## src/pkd_pkg.sv

```systemverilog
`timescale 1ns / 1ps
`default_nettype none

package pkd_pkg;

   localparam int DEF_SAMPLE_BITS   = 16;
   localparam int DEF_POSITION_BITS = 20;
   // twice the trapezoid area, saturating two's complement
   localparam int AREA_BITS         = 38;

   // control of the item held in the input register
   typedef struct packed {
      logic valid;
      logic start_record;
   } item_ctrl_type;

endpackage

`default_nettype wire

```

## src/pkd_in_reg.sv

```systemverilog
`timescale 1ns / 1ps
`default_nettype none

module pkd_in_reg #(
   parameter int SAMPLE_BITS = pkd_pkg::DEF_SAMPLE_BITS
) (
   input  wire logic                          clock,
   input  wire logic                          reset,
   input  wire logic                          req_tvalid,
   output logic                               req_tready,
   input  wire logic signed [SAMPLE_BITS-1:0] req_sample,
   input  wire logic                          req_start,
   input  wire logic                          advance,
   output pkd_pkg::item_ctrl_type             item,
   output logic signed [SAMPLE_BITS-1:0]      item_sample
);

   logic                          valid_ff;
   logic                          valid_in;
   logic                          start_ff;
   logic signed [SAMPLE_BITS-1:0] sample_ff;
   logic                          accept;

   // the held item leaves in the same cycle a new one arrives
   assign req_tready = !valid_ff || advance;
   assign accept     = req_tvalid && req_tready;

   always_comb begin
      if (accept) begin
         valid_in = 1'b1;
      end else if (advance) begin
         valid_in = 1'b0;
      end else begin
         valid_in = valid_ff;
      end
   end

   always_ff @(posedge clock) begin
      if (reset) begin
         valid_ff <= 1'b0;
      end else begin
         valid_ff <= valid_in;
      end
      if (accept) begin
         start_ff  <= req_start;
         sample_ff <= req_sample;
      end
   end

   assign item.valid        = valid_ff;
   assign item.start_record = start_ff;
   assign item_sample       = sample_ff;

endmodule

`default_nettype wire

```

## src/pkd_tracker.sv

```systemverilog
`timescale 1ns / 1ps
`default_nettype none

module pkd_tracker #(
   parameter int SAMPLE_BITS   = pkd_pkg::DEF_SAMPLE_BITS,
   parameter int POSITION_BITS = pkd_pkg::DEF_POSITION_BITS
) (
   input  wire logic                          clock,
   input  wire logic                          reset,
   input  wire logic                          csr_valid,
   input  wire logic signed [SAMPLE_BITS-1:0] csr_data,
   input  wire pkd_pkg::item_ctrl_type        item,
   input  wire logic signed [SAMPLE_BITS-1:0] item_sample,
   input  wire logic                          advance,
   output logic                               emit,
   output logic [POSITION_BITS-1:0]           left_pos,
   output logic signed [SAMPLE_BITS-1:0]      left_level,
   output logic [POSITION_BITS-1:0]           top_pos,
   output logic signed [SAMPLE_BITS-1:0]      top_level,
   output logic [POSITION_BITS-1:0]           right_pos,
   output logic signed [SAMPLE_BITS-1:0]      right_level,
   output logic signed [pkd_pkg::AREA_BITS-1:0] area_doubled
);

   localparam int A = pkd_pkg::AREA_BITS;
   localparam logic signed [A+1:0] AREA_MAX = (A+2)'({1'b0, {(A-1){1'b1}}});
   localparam logic signed [A+1:0] AREA_MIN = -AREA_MAX - (A+2)'(1);

   logic signed [SAMPLE_BITS-1:0]   threshold_ff;

   logic [POSITION_BITS-1:0]        position_ff, position_in;
   logic                            left_found_ff, left_found_in;
   logic [POSITION_BITS-1:0]        left_at_ff, left_at_in;
   logic signed [SAMPLE_BITS-1:0]   left_val_ff, left_val_in;
   logic                            top_found_ff, top_found_in;
   logic [POSITION_BITS-1:0]        top_at_ff, top_at_in;
   logic signed [SAMPLE_BITS-1:0]   top_val_ff, top_val_in;
   logic                            right_found_ff, right_found_in;
   logic [POSITION_BITS-1:0]        right_at_ff, right_at_in;
   logic signed [SAMPLE_BITS-1:0]   right_val_ff, right_val_in;
   logic signed [SAMPLE_BITS-1:0]   prior_ff, prior_in;
   logic signed [A-1:0]             area_ff, area_in;

   // state as seen by this sample: a record start wipes it first
   logic                            e_left_found, e_top_found, e_right_found;
   logic [POSITION_BITS-1:0]        x;
   logic signed [SAMPLE_BITS-1:0]   e_prior, e_top_val;
   logic signed [A-1:0]             e_area;
   logic signed [A+1:0]             sum_wide;
   logic signed [A-1:0]             area_sat;
   logic                            low;
   logic                            step;

   assign step = item.valid && advance;

   always_comb begin
      e_left_found  = item.start_record ? 1'b0 : left_found_ff;
      e_top_found   = item.start_record ? 1'b0 : top_found_ff;
      e_right_found = item.start_record ? 1'b0 : right_found_ff;
      e_top_val     = item.start_record ? '0 : top_val_ff;
      e_prior       = item.start_record ? '0 : prior_ff;
      e_area        = item.start_record ? '0 : area_ff;
      x             = item.start_record ? '0 : position_ff;

      sum_wide = (A+2)'(e_area) + (A+2)'(item_sample) + (A+2)'(e_prior);
      if (sum_wide > AREA_MAX) begin
         area_sat = A'(AREA_MAX);
      end else if (sum_wide < AREA_MIN) begin
         area_sat = A'(AREA_MIN);
      end else begin
         area_sat = A'(sum_wide);
      end

      low = item_sample < threshold_ff;

      left_found_in  = e_left_found;
      left_at_in     = item.start_record ? '0 : left_at_ff;
      left_val_in    = item.start_record ? '0 : left_val_ff;
      top_found_in   = e_top_found;
      top_at_in      = item.start_record ? '0 : top_at_ff;
      top_val_in     = e_top_val;
      right_found_in = e_right_found;
      right_at_in    = item.start_record ? '0 : right_at_ff;
      right_val_in   = item.start_record ? '0 : right_val_ff;
      area_in        = e_area;
      emit           = 1'b0;

      if (low) begin
         if (e_right_found) begin
            // second low sample after the peak: report and drop the peak
            emit           = 1'b1;
            left_found_in  = 1'b0;
            left_at_in     = '0;
            left_val_in    = '0;
            top_found_in   = 1'b0;
            top_at_in      = '0;
            top_val_in     = '0;
            right_found_in = 1'b0;
            right_at_in    = '0;
            right_val_in   = '0;
            area_in        = '0;
         end else if (x == '0) begin
            // first sample of a record is never a trough
         end else if (e_left_found && e_top_found) begin
            area_in        = area_sat;
            right_found_in = 1'b1;
            right_at_in    = x;
            right_val_in   = item_sample;
         end else begin
            left_found_in = 1'b1;
            left_at_in    = x;
            left_val_in   = item_sample;
            area_in       = '0;
         end
      end else if (e_left_found) begin
         if (!e_right_found) begin
            area_in = area_sat;
         end
         if (!e_top_found || item_sample >= e_top_val) begin
            top_found_in = 1'b1;
            top_at_in    = x;
            top_val_in   = item_sample;
         end
      end

      prior_in    = item_sample;
      position_in = x + POSITION_BITS'(1);
   end

   // the result comes from the state before this sample is applied
   assign left_pos     = left_at_ff;
   assign left_level   = left_val_ff;
   assign top_pos      = top_at_ff;
   assign top_level    = top_val_ff;
   assign right_pos    = right_at_ff;
   assign right_level  = right_val_ff;
   assign area_doubled = area_ff;

   always_ff @(posedge clock) begin
      if (reset) begin
         threshold_ff   <= '0;
         position_ff    <= '0;
         left_found_ff  <= 1'b0;
         left_at_ff     <= '0;
         left_val_ff    <= '0;
         top_found_ff   <= 1'b0;
         top_at_ff      <= '0;
         top_val_ff     <= '0;
         right_found_ff <= 1'b0;
         right_at_ff    <= '0;
         right_val_ff   <= '0;
         prior_ff       <= '0;
         area_ff        <= '0;
      end else begin
         if (csr_valid) begin
            threshold_ff <= csr_data;
         end
         if (step) begin
            position_ff    <= position_in;
            left_found_ff  <= left_found_in;
            left_at_ff     <= left_at_in;
            left_val_ff    <= left_val_in;
            top_found_ff   <= top_found_in;
            top_at_ff      <= top_at_in;
            top_val_ff     <= top_val_in;
            right_found_ff <= right_found_in;
            right_at_ff    <= right_at_in;
            right_val_ff   <= right_val_in;
            prior_ff       <= prior_in;
            area_ff        <= area_in;
         end
      end
   end

endmodule

`default_nettype wire

```

## src/pkd_out_reg.sv

```systemverilog
`timescale 1ns / 1ps
`default_nettype none

module pkd_out_reg #(
   parameter int DATA_BITS = 8
) (
   input  wire logic                 clock,
   input  wire logic                 reset,
   input  wire logic                 load,
   input  wire logic [DATA_BITS-1:0] load_data,
   output logic                      ready,
   output logic                      rsp_valid,
   input  wire logic                 rsp_ready,
   output logic [DATA_BITS-1:0]      rsp_data
);

   logic                 valid_ff;
   logic                 valid_in;
   logic [DATA_BITS-1:0] data_ff;

   // free when empty or when the held result goes out this cycle
   assign ready = !valid_ff || rsp_ready;

   always_comb begin
      if (load) begin
         valid_in = 1'b1;
      end else if (rsp_ready) begin
         valid_in = 1'b0;
      end else begin
         valid_in = valid_ff;
      end
   end

   always_ff @(posedge clock) begin
      if (reset) begin
         valid_ff <= 1'b0;
      end else begin
         valid_ff <= valid_in;
      end
      if (load) begin
         data_ff <= load_data;
      end
   end

   assign rsp_valid = valid_ff;
   assign rsp_data  = data_ff;

endmodule

`default_nettype wire

```

## src/threshold_peak_detector.sv

```systemverilog
`timescale 1ns / 1ps
`default_nettype none

// Threshold peak detector. Signed samples stream in with a record-start flag
// in tuser; each is compared with the threshold written on the csr port. A
// peak is reported as left trough, maximum and right trough with twice the
// trapezoid area between the troughs, saturated to 38 bits. One sample can be
// taken every cycle. A result is valid on the rsp port after the sample that
// triggers it is accepted: the sample sits in the input register, the tracker
// state updates in a single compare-add-select step, and the result register
// then loads once it is free. A result held by a stalled receiver holds back
// the input. Write the threshold only while no samples are in flight.
module threshold_peak_detector #(
   parameter int SAMPLE_BITS   = pkd_pkg::DEF_SAMPLE_BITS,
   parameter int POSITION_BITS = pkd_pkg::DEF_POSITION_BITS
) (
   input  wire logic                     clock,
   input  wire logic                     reset,
   input  wire logic                     csr_valid,
   output logic                          csr_ready,
   input  wire logic [SAMPLE_BITS-1:0]   csr_data,     // threshold
   input  wire logic                     req_tvalid,
   output logic                          req_tready,
   input  wire logic [((SAMPLE_BITS + 7) / 8) * 8 - 1:0] req_tdata,    // sample
   input  wire logic                     req_tuser,    // start_record
   output logic                          rsp_tvalid,
   input  wire logic                     rsp_tready,
   // left_pos, left_level, top_pos, top_level, right_pos, right_level, area_doubled
   output logic [((3 * POSITION_BITS + 3 * SAMPLE_BITS + pkd_pkg::AREA_BITS + 7) / 8) * 8 - 1:0]
                                         rsp_tdata
);

   localparam int RES_BITS  = 3 * POSITION_BITS + 3 * SAMPLE_BITS + pkd_pkg::AREA_BITS;
   localparam int RSP_BITS  = ((RES_BITS + 7) / 8) * 8;

   pkd_pkg::item_ctrl_type              item;
   logic signed [SAMPLE_BITS-1:0]       item_sample;
   logic                                out_ready;
   logic                                emit;
   logic [POSITION_BITS-1:0]            left_pos, top_pos, right_pos;
   logic signed [SAMPLE_BITS-1:0]       left_level, top_level, right_level;
   logic signed [pkd_pkg::AREA_BITS-1:0] area_doubled;
   logic [RES_BITS-1:0]                 result;
   logic [RES_BITS-1:0]                 rsp_result;

   assign csr_ready = 1'b1;

   pkd_in_reg #(
      .SAMPLE_BITS (SAMPLE_BITS)
   ) u_in_reg (
      .clock       (clock),
      .reset       (reset),
      .req_tvalid  (req_tvalid),
      .req_tready  (req_tready),
      .req_sample  (req_tdata[SAMPLE_BITS-1:0]),
      .req_start   (req_tuser),
      .advance     (out_ready),
      .item        (item),
      .item_sample (item_sample)
   );

   pkd_tracker #(
      .SAMPLE_BITS   (SAMPLE_BITS),
      .POSITION_BITS (POSITION_BITS)
   ) u_tracker (
      .clock        (clock),
      .reset        (reset),
      .csr_valid    (csr_valid),
      .csr_data     (csr_data),
      .item         (item),
      .item_sample  (item_sample),
      .advance      (out_ready),
      .emit         (emit),
      .left_pos     (left_pos),
      .left_level   (left_level),
      .top_pos      (top_pos),
      .top_level    (top_level),
      .right_pos    (right_pos),
      .right_level  (right_level),
      .area_doubled (area_doubled)
   );

   assign result = {area_doubled, right_level, right_pos, top_level, top_pos,
                    left_level, left_pos};

   pkd_out_reg #(
      .DATA_BITS (RES_BITS)
   ) u_out_reg (
      .clock     (clock),
      .reset     (reset),
      .load      (item.valid && out_ready && emit),
      .load_data (result),
      .ready     (out_ready),
      .rsp_valid (rsp_tvalid),
      .rsp_ready (rsp_tready),
      .rsp_data  (rsp_result)
   );

   assign rsp_tdata = RSP_BITS'(rsp_result);

   // input side stalls only behind a held item that cannot move on
   assert property (@(posedge clock) disable iff (reset)
      !req_tready |-> (item.valid && rsp_tvalid && !rsp_tready))
      else $error("input stalled without a blocked result");

   // troughs are never at the first position of a record
   assert property (@(posedge clock) disable iff (reset)
      rsp_tvalid |-> (rsp_result[POSITION_BITS-1:0] != '0 &&
         rsp_result[2*POSITION_BITS+2*SAMPLE_BITS +: POSITION_BITS] != '0))
      else $error("result reports a trough at position zero");

   // a new result needs a sample that was held the cycle before
   assert property (@(posedge clock) disable iff (reset)
      $rose(rsp_tvalid) |-> $past(item.valid))
      else $error("result without a sample behind it");

endmodule

`default_nettype wire
```

## config.mk

```make
export PLATFORM = sky130hd
export DESIGN_NAME = threshold_peak_detector
export DESIGN_NICKNAME = d
export VERILOG_FILES = /design/src/pkd_pkg.sv /design/src/pkd_in_reg.sv /design/src/pkd_tracker.sv /design/src/pkd_out_reg.sv /design/src/threshold_peak_detector.sv
export SDC_FILE = /design/constraint.sdc
export NUM_CORES = 1
export LEC_CHECK = 0
export BUFFER_PORTS_ARGS = -buffer_cell sky130_fd_sc_hd__buf_2
export CORE_MARGIN = 8
export CORE_UTILIZATION = 50
export DETAILED_ROUTE_END_ITERATION = 12
export PLACE_DENSITY = 0.75
export SLEW_MARGIN = 30
export SYNTH_ARGS = -nofsm -noshare
export SYNTH_HDL_FRONTEND = slang
export SYNTH_SLANG_ARGS = --single-unit
```

## constraint.sdc

```tcl
create_clock -name clock -period 6.35 [get_ports clock]
set_input_delay 1.27 -clock clock [delete_from_list [all_inputs] [get_ports clock]]
set_output_delay 1.27 -clock clock [all_outputs]
set_load 0.1 [all_outputs]
```

Word-level counts from Yosys, hierarchy flattened
Cells that the tools add are included.
- muxes and demuxes: 62
- magnitude comparators: 4
- reductions and logical operators: 13
- add/subtract/negate cells: 3
- operator list (kind ; count):
    $mux 38 ; 9
    $mux 20 ; 16
    $mux 16 ; 16
    $add 39x16->40 ; 1
    $gt 40x38->1 const B ; 1
    $lt 40x38->1 const B ; 1
    $add 38x16->39 ; 1
    $mux 1 ; 21
    $add 20x1->20 const B ; 1
    $logic_not 20->1 ; 1
    $ge 16x16->1 ; 1
    $lt 16x16->1 ; 1
    $logic_and 1x1->1 ; 4
    $reduce_bool 2->1 ; 2
    $logic_not 1->1 ; 3
    $logic_or 1x1->1 ; 3
- bits of input ports: 38
- logic and storage cells: 100
- bits in registers: 366
- output and inout bits: 155

Depth between registers and ports, before layout
- depth in word-level cells: 10
- mapped depth: 20
- gate-level depth less buffers: 16

Modules after synthesis
Synthesis repeated with hierarchy kept, for this count alone.
- cell total of the unflattened synthesis: 1721
- area, all modules: 17595.6 um^2
- by module, submodules not included (module ; area an instance (um^2) ; cells each ; seq. area each (um^2) ; instances):
    pkd_tracker ; 12518.3 ; 1537 ; 4023.9 ; 1
    pkd_out_reg ; 4430.5 ; 150 ; 4404.2 ; 1
    pkd_in_reg ; 580.6 ; 24 ; 530.5 ; 1
    threshold_peak_detector ; 66.3 ; 10 ; 0.0 ; 1

Worst setup path after synthesis
Ideal clock, no wire load.
- path type: register to register
- start point: register u_in_reg.start_ff
- end point: register u_tracker.area_ff[5] (netlist: u_tracker.area_doubled[5])
- setup slack: -0.150 ns
- buffers on the path: 7
- cell stages (with the launch flop): 21
- data arrival time: 6.433 ns
- path through: edfxtp_1 -> clkbuf_1 -> clkbuf_1 -> buf_1 -> clkbuf_1 -> clkbuf_1 -> nor2b_1 -> fa_1 -> ha_1 -> buf_2 -> nand2_1 -> or4_1 -> a31oi_4 -> o21ai_2 -> a211oi_2 -> nor2_2 -> o31ai_4 -> a41o_2 -> buf_6 -> a21oi_2 -> a21oi_2
- cells in the longest elaborated chain, start to end: 10
- ends and longest elaborated chain (item ; RTL line ; source):
    start, declared ; pkd_in_reg.sv:20 ; logic start_ff;
    start signal, assigned ; pkd_in_reg.sv:45 ; start_ff <= req_start;
    $mux 38 ; pkd_tracker.sv:62 ; e_area = item.start_record ? '0 : area_ff;
    $add 38x16->39 ; pkd_tracker.sv:65 ; sum_wide = (A+2)'(e_area) + (A+2)'(item_sample) + (A+2)'(e_prior);
    $add 39x16->40 ; pkd_tracker.sv:65 ;
    $lt 40x38->1 ; pkd_tracker.sv:68 ; end else if (sum_wide < AREA_MIN) begin
    $mux 38 ; pkd_tracker.sv:68 ;
    $mux 38 ; pkd_tracker.sv:66 ; if (sum_wide > AREA_MAX) begin
    $mux 38 ; pkd_tracker.sv:104 ; end else if (e_left_found && e_top_found) begin
    $mux 38 ; pkd_tracker.sv:102 ; end else if (x == '0) begin
    $mux 38 ; pkd_tracker.sv:89 ; if (e_right_found) begin
    $mux 38 * ; pkd_tracker.sv:88 ; if (low) begin
    end signal, assigned ; pkd_tracker.sv:170 ; area_ff <= area_in;
    end, declared ; pkd_tracker.sv:42 ; logic signed [A-1:0] area_ff, area_in;
Mark *: on every way between the ends. The rest lies on a longest branch, timed or not.
A chain may end at the register's enable or synchronous reset.

Worst setup path in the final report
- start point: register u_in_reg.start_ff
- end point: register u_tracker.area_ff[23] (netlist: u_tracker.area_doubled[23])
Same word-level chain as after synthesis.

==> key figures <==
Outcome
  – Status: finished clean

Timing
  – Total Neg Setup Slack: 0 ps
  – Max-slew violations: 0
  – Hold WS: 433.6 ps
  – Final setup margin: 788.7 ps
  – Slew margin rel.: 0.3819
  – Clock Skews: 20.21 ps
  – Fin. Hold Viols: 0
  – Final period utilization: 0.8758
  – RSZ-0062 raised after global routing: false
  – Max Fclk: 0.1798 GHz
  – Minimum clock period: 5561 ps
  – # setup viols final: 0
  – Actual slew at the worst max-slew pin: 923.7 ps

GRT
  – All-Layer GR Usage: 0.2177
  – GR Layer Usage met2: 0.3484
  – Antenna violations before repair: 0
  – Total gr overflow: 0
  – First-pass GRT wire length: 71.78 mm
  – Largest net degree at the start of global routing: 107
  – Met3 Use GR: 0.04438
  – Vias in the first global route: around 13000
  – Gr busiest metal: met2
  – GR Util met1: 0.2995

Floorplanning
  – Die Width: roughly 200 um
  – Initial Utilization: 0.5072
  – Die span in y: 200.4 um
  – IO Pins: ~190
  – Core Region: 0.03353 mm2
  – Die Area: 0.04017 mm2
  – Row count: 67

Routing
  – Mean routed wirelength per cell: between 20 and 25 um
  – DRC: 0
  – Vias: about 13000
  – Drt first pass iters: 5
  – Antenna Nets Post-Route: 0
  – Routed vias/inst: 5.801
  – Drt total wl: 45.23 mm
  – DR iter-0 viols: between 1000 and 1500

Synth
  – Number of synthesized flops with an enable pin: 163
  – Seq/Total Area, Yosys: 0.5268
  – Synth Instances: 1598
  – Ys flop type: dfxtp_1
  – FFs w/ async S/R, synth: 0
  – Top cells by area, synth: edfxtp_1 29%, dfxtp_1 24%, ha_1 5.7%
  – Synth Warn #: 0
  – Seq cells post-synth: roughly 370
  – Avg Synthesized Cell Area: 10.64 um2
  – Yosys top cell by area: edfxtp_1
  – Distinct cells, synth: 74
  – Post-Syn Area: 0.01701 mm2
  – Post-synth top area share: 0.2878

Power and ir drop
  – P per Cell Area: 263.4 mW/mm2
  – Static leakage: 7.348 nW
  – Total power: 5.128 mW
  – Max VDD drop: 0.1418 mV

CTS
  – Reg clk slew, reported paths: 70 ps
  – Post-CTS setup buffer count: 0
  – CTS tree: yes
  – Htree depth: 2
  – CTS root buffer: clkbuf_16
  – Hold buffers post-CTS: 0
  – Resized cells post-CTS: 0
  – CTS Buf Count: 37
  – Clk Latency, worst-skew pair: 530 ps
  – TritonCTS Sinks: 366
  – Longest Clk Path Bufs: 3

Setup path
  – Critical path type: flop to flop
  – CP top delay family: compound AO/OA/AOI/OAI gates
  – Crit path top cell by count: inv_1
  – Crit start category: flop
  – Crit path cell chain: inv_1, nand2_1, inv_1, fa_1, ha_1, and4_1, or4b_4, a31oi_4, o21ai_2, a211oi_2, nor2_2, o31ai_4, a41o_2, nor2_1, a211oi_1
  – Critical Path End Type: flop
  – Crit path DAT: 6000 ps
  – Slowest CP cell: edfxtp_1
  – Worst Path Max Fanout: 21
  – CP bufs+invs: 2
  – Peak per-stage delay on the critical path: around 740 ps
  – Critical path data required time: 6790 ps

Place
  – GP Congestion: 0.8983
  – DP Cell Count: 2167
  – Place WS: approximately 890 ps
  – Placed wire-length estimate: 31.76 mm
  – Buffers on Ports: roughly 190

Cells and area
  – Fillcell total: 2893
  – Fraction of layout cells with a size suffix above 1: 0.1730
  – Antenna cells: 0
  – Non-filler cells, final: 2234
  – Final net count: 1906
  – Area growth, synth to finish: 14.48%

Flow run
  – Max_cap viols: 0

Min path
  – HP Class: flop to flop
## report_power, final
part	total (mW)	internal [mW]	leakage, nW	switching (mW)
registers	2.53	2.47	3.05	0.0526
logic	0.559	0.188	3.76	0.371
clock network	2.04	1.16	0.544	0.882
## flip-flops by register name, indices dropped and copies added, names as in the netlist, 16 cells and up
name / count
u_out_reg.rsp_data: 146
u_tracker.area_doubled: 38
u_tracker.left_pos: 20
u_tracker.position_ff: 20
u_tracker.right_pos: 20
u_tracker.top_pos: 20
u_in_reg.item_sample: 16
u_tracker.left_level: 16
u_tracker.prior_ff: 16
u_tracker.right_level: 16
u_tracker.threshold_ff: 16
u_tracker.top_level: 16
## cells in the final DEF (no fill, tap or decap), drive strengths merged, types with 28 or more instances in the layout
cell type | synthesis | final
dfxtp | 203 | 203
ha | 78 | 78
edfxtp | 163 | 163
nor2b | 50 | 50
buf | 22 | 207
nand2 | 152 | 152
inv | 38 | 40
o21ai | 81 | 81
a22oi | 77 | 77
a21oi | 134 | 134
clkbuf | 69 | 59
nor2 | 149 | 149
fa | 32 | 32
a22o | 28 | 28
## metrics by stage
step,instance area [um2],util
floorplan,17030,-
global placement,18340,0.5468
detailed placement,18350,0.5471
CTS,19470,0.5806
global route,19470,0.5806
finish,19470,0.5806
## cells in the mapped netlist, types with 14 or more instances
cell type / n
a21o_1: 24
a21oi_1: 114
a21oi_2: 20
a22o_1: 28
a22oi_1: 77
clkbuf_1: 69
dfxtp_1: 203
edfxtp_1: 163
fa_1: 32
ha_1: 78
inv_1: 38
mux2i_1: 17
nand2_1: 152
nand3_1: 20
nand4_1: 20
nor2_1: 148
nor2b_1: 50
o21ai_0: 76
o2bb2ai_1: 14
xnor2_1: 27
xor2_1: 21
## routing by layer
layer | vias up | wire [um]
li1 | 6139 | -
met1 | 6273 | 20120
met2 | 466 | 20780
met3 | 82 | 3314
met4 | 0 | 1018
met5 | - | 0
## cell type report
type                       instances  area [um2]  share of cell area
timing repair buffer             207        1122             0.05765
clock buffer                      59        1070             0.05495
multi-input combinational       1108        7557              0.3882
tap                              448       560.5             0.02879
sequential                       366        8959              0.4602
inverter                          38       147.6            0.007584
clock inverter                     8       52.55            0.002699
## final timing paths
path,from,to,slack [ps],cells past startpoint
max,u_in_reg.start_ff$_DFFE_PP_,u_tracker.area_doubled[23]$_SDFFE_PP0P_,790,15
max reg2reg,u_in_reg.start_ff$_DFFE_PP_,u_tracker.area_doubled[23]$_SDFFE_PP0P_,790,15
min,u_tracker.left_pos[17]$_SDFFE_PP0P_,u_out_reg.rsp_data[17]$_DFFE_PP_,430,0
min reg2reg,u_tracker.left_pos[17]$_SDFFE_PP0P_,u_out_reg.rsp_data[17]$_DFFE_PP_,430,0
## cell families after synthesis
kind of cell | count (synthesis) | share of synthesized area
buffers and inverters | 129 | 0.03149
AND/OR/NAND/NOR | 468 | 0.1280
XOR/XNOR | 48 | 0.02472
AO/OA/AOI/OAI | 457 | 0.1828
adder cells (fa/ha/maj) | 110 | 0.09506
multiplexers | 18 | 0.01067
other | 2 | 0.0004416
flip-flops | 366 | 0.5268
Power figures use the tool's default switching activity.
